File: config.mk
export PLATFORM = sky130hd
export DESIGN_NAME = aiw_queue
export DESIGN_NICKNAME = d
export VERILOG_FILES = /design/src/hdl/aiw_pkg.sv /design/src/hdl/aiw_queue.sv
export SDC_FILE = /design/constraint.sdc
export NUM_CORES = 1
export LEC_CHECK = 0
export BUFFER_PORTS_ARGS = -buffer_cell sky130_fd_sc_hd__clkbuf_2
export CORE_MARGIN = 2
export CORE_UTILIZATION = 45
export DETAILED_ROUTE_END_ITERATION = 10
export SLEW_MARGIN = 20
export SYNTH_ARGS = -nofsm -noshare
export SYNTH_HDL_FRONTEND = slang
export SYNTH_SLANG_ARGS = --single-unit
export TNS_END_PERCENT = 100
File: constraint.sdc
create_clock -name clk_i -period 3.51 [get_ports clk_i]
set_input_delay 0.1755 -clock clk_i [delete_from_list [all_inputs] [get_ports clk_i]]
set_output_delay 0.1755 -clock clk_i [all_outputs]
set_load 0.03 [all_outputs]
File: src/hdl/aiw_pkg.sv
// Shared types and constants of the affine warp sampler.
package aiw_pkg;

  localparam int CoordW  = 8;
  localparam int ChanW   = 8;
  localparam int CoefW   = 32;
  localparam int RegIdxW = 3;
  localparam int QDepth  = 4;

  localparam logic CMD_LOAD   = 1'b0;
  localparam logic CMD_SAMPLE = 1'b1;

  localparam logic MODE_NEAREST  = 1'b0;
  localparam logic MODE_BILINEAR = 1'b1;

  localparam logic [RegIdxW-1:0] REG_SRC_X_PER_DST_X = 3'd0;
  localparam logic [RegIdxW-1:0] REG_SRC_X_PER_DST_Y = 3'd1;
  localparam logic [RegIdxW-1:0] REG_SRC_X_OFFSET    = 3'd2;
  localparam logic [RegIdxW-1:0] REG_SRC_Y_PER_DST_X = 3'd3;
  localparam logic [RegIdxW-1:0] REG_SRC_Y_PER_DST_Y = 3'd4;
  localparam logic [RegIdxW-1:0] REG_SRC_Y_OFFSET    = 3'd5;
  localparam logic [RegIdxW-1:0] REG_INTERP_MODE     = 3'd6;

  localparam logic signed [CoefW-1:0] CoefOneReset = 32'sd65536;

  typedef struct packed {
    logic              command;
    logic [CoordW-1:0] coord_x;
    logic [CoordW-1:0] coord_y;
    logic [ChanW-1:0]  load_red;
    logic [ChanW-1:0]  load_green;
    logic [ChanW-1:0]  load_blue;
  } in_item_t;

  typedef struct packed {
    logic [ChanW-1:0] out_red;
    logic [ChanW-1:0] out_green;
    logic [ChanW-1:0] out_blue;
    logic             inside_res;
  } out_item_t;

  typedef struct packed {
    logic signed [CoefW-1:0] x_per_x;
    logic signed [CoefW-1:0] x_per_y;
    logic signed [CoefW-1:0] x_off;
    logic signed [CoefW-1:0] y_per_x;
    logic signed [CoefW-1:0] y_per_y;
    logic signed [CoefW-1:0] y_off;
    logic                    mode;
  } cfg_t;

  typedef struct packed {
    logic                is_sample;
    logic [CoordW-1:0]   coord_x;
    logic [CoordW-1:0]   coord_y;
    logic [3*ChanW-1:0]  rgb;
  } job_t;

endpackage

File: src/hdl/aiw_queue.sv
// Small FIFO between the front end and the sampling pipeline.
module aiw_queue import aiw_pkg::*; (
  input  logic clk_i,
  input  logic rst_ni,
  input  logic push_i,
  input  job_t job_i,
  input  logic pop_i,
  output job_t head_o,
  output logic empty_o,
  output logic full_o
);

  localparam int PtrW = $clog2(QDepth);

  job_t            mem_q [QDepth];
  logic [PtrW-1:0] wptr_q, wptr_d, rptr_q, rptr_d;
  logic [PtrW:0]   cnt_q, cnt_d;

  assign empty_o = (cnt_q == '0);
  assign full_o  = (cnt_q == (PtrW+1)'(QDepth));
  assign head_o  = mem_q[rptr_q];

  always_comb begin
    wptr_d = push_i ? wptr_q + 1'b1 : wptr_q;
    rptr_d = pop_i ? rptr_q + 1'b1 : rptr_q;
    cnt_d  = cnt_q + (PtrW+1)'(push_i) - (PtrW+1)'(pop_i);
  end

  always_ff @(posedge clk_i or negedge rst_ni) begin
    if (!rst_ni) begin
      wptr_q <= '0;
      rptr_q <= '0;
      cnt_q  <= '0;
    end else begin
      wptr_q <= wptr_d;
      rptr_q <= rptr_d;
      cnt_q  <= cnt_d;
    end
  end

  always_ff @(posedge clk_i) begin
    if (push_i) begin
      mem_q[wptr_q] <= job_i;
    end
  end

endmodule

Yosys cells after proc, flatten, opt, wreduce, memory -nomap -nowiden
Memory sizes are Yosys's and may differ from the RTL's.
Index checks and enable logic that the tools add are counted.
{"block": "op_classes", "muxes": 2, "add_sub_neg": 4, "n_eq_ne": 1, "reduce_logical": 1}
{"operator": "2-bit by 1-bit adder with 2-bit output, second input constant", "count": 2}
{"operator": "3-bit by 1-bit adder with 3-bit output", "count": 1}
{"operator": "3-bit == test, second input constant", "count": 1}
{"operator": "3-bit zero test", "count": 1}
{"operator": "3-bit by 1-bit subtractor with 3-bit output", "count": 1}
{"operator": "1-bit two-way mux", "count": 2}
{"block": "totals", "out_inout_bits": 43, "inputBits": 45, "mem_bits_rw": 164, "mem_count": 1, "register_bits": 7}
{"name": "mem_q", "words": 4, "word_bits": 41, "read_ports": 1, "rd_ports_with_merged_regs": 0, "wr": 1, "line": "aiw_queue.sv:15", "rtl": "job_t mem_q [QDepth];"}

Depth between registers and ports, before layout
Gate-level depths: netlist of run 1.
{"block": "depth", "word_depth": 2, "ltp_mapped": 6, "mapped_depth_nobuf": 6}

Worst setup path before layout of run 1
No wires, ideal clock.
{"block": "synth_path", "path_kind": "register to register", "from": "register wptr_q[0]", "to": "memory mem_q[0][0] (netlist bit), enable pin", "setup_time_ps": 402, "path_buffers": 0, "required_time_ps": 3108, "arrival_time_ps": 1611, "synth_period_minus_slack_ps": 2014, "path_slack_ps": 1496, "path_stages_with_launch": 4, "path_cell_list": "dfrtp_1 inv_1 ha_1 and2_1"}
{"item": "from (decl)", "line": "aiw_queue.sv:16", "rtl": "logic [PtrW-1:0] wptr_q, wptr_d, rptr_q, rptr_d;"}
{"item": "from (signal assigned)", "line": "aiw_queue.sv:35", "rtl": "wptr_q <= wptr_d;"}
{"item": "to (decl)", "line": "aiw_queue.sv:15"}
Straight into the memory's write port.

==> results of run 1 <==
==> repair_timing <==
item / 4_1_cts / 5_1_grt
hold endpoints to repair: 172 / 0
hold buffers: 43 / 0
setup buffers: 0 / 0
==> metrics by stage <==
stage,cell area (µm²),hold slack [ns],worst slack [ns],total power [W]
2_1_floorplan,6360,-0.120,1.50,0.00459
3_3_place_gp,6960,0.0309,1.41,0.00508
3_5_place_dp,6960,0.0328,1.42,0.00512
4_1_cts,8050,0.0607,0.958,0.00720
5_1_grt,8050,0.0637,0.869,0.00742
6_report,8050,0.0749,1.05,0.00710
==> final cells by class <==
type                    count  area share [%]
flip-flops and latches    171            63.5
multi-input cells          62            14.0
repair buffers            136            11.3
clock buffers              18            5.33
clock inverters            14            2.80
well taps                 180            2.80
inverters                   6           0.280
==> flip-flops by register name, indices dropped and copies added (netlist names) <==
signal	count
cnt_q	3
mem_q	164
rptr_q	2
wptr_q	2
==> logic make-up after synthesis <==
family | after synthesis | synth area share, %
adders and majority gates | 7 | 1.50
xor gates and xnor gates | 5 | 0.689
buffers and inverters | 16 | 2.16
AOI/OAI and AO/OA | 1 | 0.0786
muxes | 41 | 14.7
and+or+nand+nor | 8 | 0.689
DFF | 171 | 80.2
==> synthesized netlist by cell type, types with 2 or more instances <==
master / count
ha_1: 6
buf_12: 4
buf_2: 4
xor2_1: 3
inv_1: 6
dfrtp_1: 7
edfxtp_1: 164
and2_1: 4
mux4_1: 3
nand2_1: 2
xnor2_1: 2
mux4_2: 38
==> worst reg2reg max path, stage by stage (launching register included) <==
cell	delay [ns]
dfrtp_1	0.42
inv_1	0.10
ha_1	0.14
and2_2	0.44
buf_4	0.49
==> final timing paths <==
path	startpoint	end	slack, ns	cells after the start
worst max-delay path	rptr_q[0]	head_o[40]	1.05	2
worst min-delay path	push_i	wptr_q[0]	0.07	2
worst max register to register	wptr_q[0]	mem_q[0][12]	1.57	4
worst min register to register	wptr_q[0]	wptr_q[0]	0.53	1
max in group asynchronous	rst_ni	rptr_q[0]	3.15	2
min in group asynchronous	rst_ni	cnt_q[2]	0.14	2
==> layout by cell type, fill, tap and decap left out, types with 2 or more instances in the layout <==
master	synthesis	routed
nand2_1	2	2
clkbuf_2	0	87
clkinv_2	0	5
clkbuf_16	0	17
and2_2	0	4
bufinv_16	0	6
mux4_1	3	3
edfxtp_1	164	164
dfrtp_1	7	5
mux4_2	38	38
xnor2_1	2	2
dlygate4sd3_1	0	43
inv_1	6	6
xor2_1	3	3
ha_1	6	6
buf_4	0	6
==> power groups by stage <==
stage / Sequential, W / Combinational (W) / Clock (W)
after floorplan: 0.00279 / 0.00180 / 0
after global placement: 0.00307 / 0.00201 / 0
after detailed placement: 0.00308 / 0.00204 / 0
after CTS: 0.00304 / 0.00208 / 0.00208
after global routing: 0.00309 / 0.00217 / 0.00216
final: 0.00301 / 0.00204 / 0.00204
==> metal layers <==
| layer | GRT usage [%] | up-vias | share of wire [%] |
|---|---|---|---|
| li1 | - | 1340 | - |
| met1 | 20.0 | 1546 | 42 |
| met2 | 26.1 | 64 | 52 |
| met3 | 4.65 | 19 | 4.1 |
| met4 | 7.33 | 0 | 1.7 |
| met5 | 0 | - | 0 |
==> results_dict.tcl, run 1 <==
set metrics [dict create \
    p_seq_share_pct 42.4 \
    cts-root-buf "clkbuf_16" \
    grt_overflow 0 \
    clk_latency_ns 0.42 \
    maxSlewViolCount 0 \
    critPathCaptureType "output port" \
    port_buffers 87 \
    fin_util_pct 58.2 \
    setup_tns_ns 0 \
    post-route-min-period_ns 2.46 \
    diodes 0 \
    syn-num-nets 301 \
    synth_area_leaders "edfxtp_1 77%, mux4_2 13%, dfrtp_1 2.8%, buf_12 1.3%, mux4_1 1.2%" \
    place_inst 512 \
    maxCapViolations 0 \
    cp_slowest_cell "dfrtp_4" \
    nFillCells 1015 \
    synth_top_area_share_pct 77.4 \
    p_leak_nw 2.88 \
    cts_resized 0 \
    drive_gt1_share_pct 41.0 \
    netlist_area_um2 6360 \
    status "finished, final reports clean" \
    rsz0062_at_grt "false" \
    drc 0 \
    drt_iter0_markers 173 \
    setup_viol 0 \
    synth_edf_count 164 \
    drtAntennaViolNets 0 \
    grt_use_total_pct 16.0 \
    io_pins 88 \
    fin_crit_sh_pct 70.1 \
    grt_max_degree 44 \
    path_class "flip-flop to output port" \
    worst_clock_skew_ns 0.00519 \
    critical_path.max_fanout 43 \
    yosysSeqAreaShare_pct 80.2 \
    finalNonFillerCells 587 \
    vias_per_cell 5.06 \
    numCtsBuffers 17 \
    wl_per_cell_um 18.6 \
    regArea_um2 5100 \
    critical-path-max-stage-delay_ns 0.99 \
    yosysWarningCount 0 \
    powerDensity_nw_per_um2 882 \
    clock.fmax_ghz 0.407 \
    power.net_switching_w 0.00227 \
    placeableCoreArea_um2 13800 \
    htree_levels 4 \
    syn-instance-count 249 \
    start_kind "flip-flop" \
    avgSynthCellArea_um2 25.5 \
    irDropWorstVdd_v 0.000445 \
    die_h_um 123 \
    die_area_um2 15100 \
    internal_power_w 0.00483 \
    ys_ff_latch 171 \
    clk_path_buf_depth 2 \
    start_util_pct 46.0 \
    slew_headroom_pct 29.2 \
    antenna_found_initial 0 \
    path_clk_slew_ns 0.06 \
    grt_pass1_vias 3185 \
    cp.required_ns 3.33 \
    num_rows 43 \
    critPathTopFamily "flip-flops" \
    area_delta_synth_final_pct 26.5 \
    synthArstFlopShare_pct 4.09 \
    clockPowerShare_pct 28.8 \
    min-delay-path-class "input pin to flip-flop" \
    cts_tree "yes" \
    die_x_um 123 \
    drt_wl_total_um 10900 \
    grt_pass1_wl_um 17100 \
    via_count 2969 \
    tightest_slew_ns 1.06 \
    fin_nets 446 \
    cts_sinks 171 \
    ys_types 18 \
    routabilityCongestion 0.714 \
    swShare_pct 31.9 \
    dr.pass1.iters 4 \
    multi_input_area_um2 1130 \
    finalHoldViolCount 0 \
    synth_top_cell_by_area "edfxtp_1" \
    crit_chain "mux4_1 > clkbuf_2" \
    synth_ff_type "edfxtp_1" \
    cp.arrival_ns 2.28 \
    dp_hpwl_um 6450 \
    critPathBufInv 1 \
    power_frac_comb_pct 28.8 \
]
(Power assumes the default switching activity.)
==> run 2, diff against run 1 <==
Clock period 3.51 ns to 2.3 ns, I/O delays scaled along.
==> run 2 against run 1 <==
Net effect:
- final area rose by 1.2%
- sequential power grew 43%
- die area did not move
- total power increased by 54%
- register-to-register slack worse by 0.87 ns
- clock skew grew 0.00095 ns
==> results_dict.tcl, run 2 (synthesis gave the netlist of run 1 again) <==
set metrics [dict create \
    grt_max_degree 37 \
    fin_nets 451 \
    grt-busiest-layer "met2" \
    post-route-min-period_ns 2.06 \
    maxCapViolations 0 \
    grt_use_met2_pct 25.6 \
    dr.pass1.iters 4 \
    crit_path_end "head_o[27]" \
    powerDensity_nw_per_um2 1340 \
    io_pins 88 \
    path_clk_slew_ns 0.06 \
    antenna_found_initial 0 \
    p_leak_nw 2.90 \
    drt_iter0_markers 210 \
    clk_latency_ns 0.41 \
    reg2regPathDepth 4 \
    die_x_um 123 \
    worst_clock_skew_ns 0.00613 \
    status "finished, final reports clean" \
    via_count 3009 \
    tightest_slew_ns 0.390 \
    num_rows 43 \
    slew_headroom_pct 74.0 \
    drtAntennaViolNets 0 \
    grt_util_met1_pct 20.7 \
    drive_gt1_share_pct 40.5 \
    drc 0 \
    finalHoldViolCount 0 \
    cp.arrival_ns 1.95 \
    setup_tns_ns 0 \
    reg_top3 "mem_q x164, cnt_q x3" \
    grt_pass1_vias 3278 \
    grt_use_total_pct 16.0 \
    cts_tree "yes" \
    grt_pass1_wl_um 17200 \
    cp.required_ns 2.18 \
    cts_resized 0 \
    nFillCells 1001 \
    clk_path_buf_depth 2 \
    final_common_cell "edfxtp_1" \
    start_util_pct 46.0 \
    min-delay-path-class "input pin to async pin" \
    critical_path.max_fanout 14 \
    routabilityCongestion 0.660 \
    fin_crit_sh_pct 89.6 \
    cts-root-buf "clkbuf_16" \
    wl_per_cell_um 18.9 \
    start_kind "flip-flop" \
    htree_levels 4 \
    maxSlewViolCount 0 \
    layout_common_cells "164 x edfxtp_1, 87 x clkbuf_2, 44 x dlygate4sd3_1" \
    largest_reg_flops 164 \
    reg2reg_to "mem_q[2][3]" \
    r2r_start "wptr_q[0]" \
    met3_usage_pct 5.44 \
    irDropWorstVdd_v 0.000623 \
    regMostFlops "mem_q" \
    die_h_um 123 \
    drt_wl_total_um 11200 \
    rsz0062_at_grt "false" \
    vias_per_cell 5.08 \
    dp_slack_ns 0.474 \
    dp_hpwl_um 6760 \
    cts_sinks 171 \
    area_delta_synth_final_pct 28.1 \
    ff2ff_setup_slack_ns 0.70 \
    port_buffers 87 \
    die_area_um2 15100 \
    regArea_um2 5100 \
    placeableCoreArea_um2 13800 \
    path_class "flip-flop to output port" \
    clock.fmax_ghz 0.485 \
    setup_viol 0 \
    crit_start "rptr_q[0]" \
    grt_overflow 0 \
    multi_input_area_um2 1130 \
    diodes 0 \
    numCtsBuffers 17 \
    critPathCaptureType "output port" \
    worst_slack_ns 0.239 \
]
run 2: cell count changes in the layout (fill, tap and decap cells not counted):
cell	previous run	this run
buf_8	0	1
bufinv_16	6	5
buf_12	0	6
clkinv_2	5	0
clkinv_1	1	5
buf_4	6	3
dlygate4sd3_1	43	44
clkinv_4	1	2
clkinvlp_4	1	2
run 2: per-layer routing:
layer,up-vias,wire length (µm)
met4,0,112
met5,-,0
met2,64,5600
met1,1585,4960
met3,10,515
li1,1350,-
run 2: worst min-delay path by stage:
stage	cells past startpoint	from	endpoint	slack (ns)
global placement	1	rst_ni	wptr_q[0]	-0.03
detailed placement	1	rst_ni	cnt_q[0]	-0.02
finish	2	rst_ni	cnt_q[0]	0.08
CTS	2	rst_ni	cnt_q[0]	0.06
floorplan	0	rst_ni	cnt_q[0]	-0.18
global route	2	rst_ni	cnt_q[0]	0.09
run 2: repair_timing:
item | 4_1_cts | 5_1_grt
setup endpoints to repair | 0 | 14
endpoints found under the hold margin | 175 | 0
setup buffers | 0 | 1
hold buffers | 44 | 0
run 2: final cells by class:
type                       count  share of cell area (%)
clock buffer                  18                    5.27
clock inverter                14                    2.47
inverter                       6                   0.277
multi-input combinational     62                    13.8
sequential                   171                    62.7
tap                          180                    2.77
timing repair buffer         141                    12.7
run 2: report_power, final:
group	leakage, nW	internal, W	switching (W)	total, W
clock network	0.298	0.00191	0.00108	0.00299
logic	1.02	0.00141	0.00220	0.00361
registers	1.59	0.00409	0.000205	0.00429
run 2: per-stage QoR:
| stage | hold WS (ns) | power (W) | instance area [µm²] | cells | utilization, % |
|---|---|---|---|---|---|
| after floorplan | -0.181 | 0.00700 | 6360 | 249 | - |
| after global placement | -0.0279 | 0.00794 | 7060 | 515 | 51.0 |
| after detailed placement | -0.0237 | 0.00797 | 7060 | 515 | 51.0 |
| after CTS | 0.0644 | 0.0110 | 8130 | 591 | 58.8 |
| after global routing | 0.0920 | 0.0114 | 8140 | 592 | 58.9 |
| final | 0.0761 | 0.0109 | 8140 | 592 | 58.9 |
run 2: worst max-delay path: stages (launching register included):
cell	delay, ns
dfrtp_4	0.59
buf_12	0.22
mux4_2	0.52
clkbuf_2	0.20
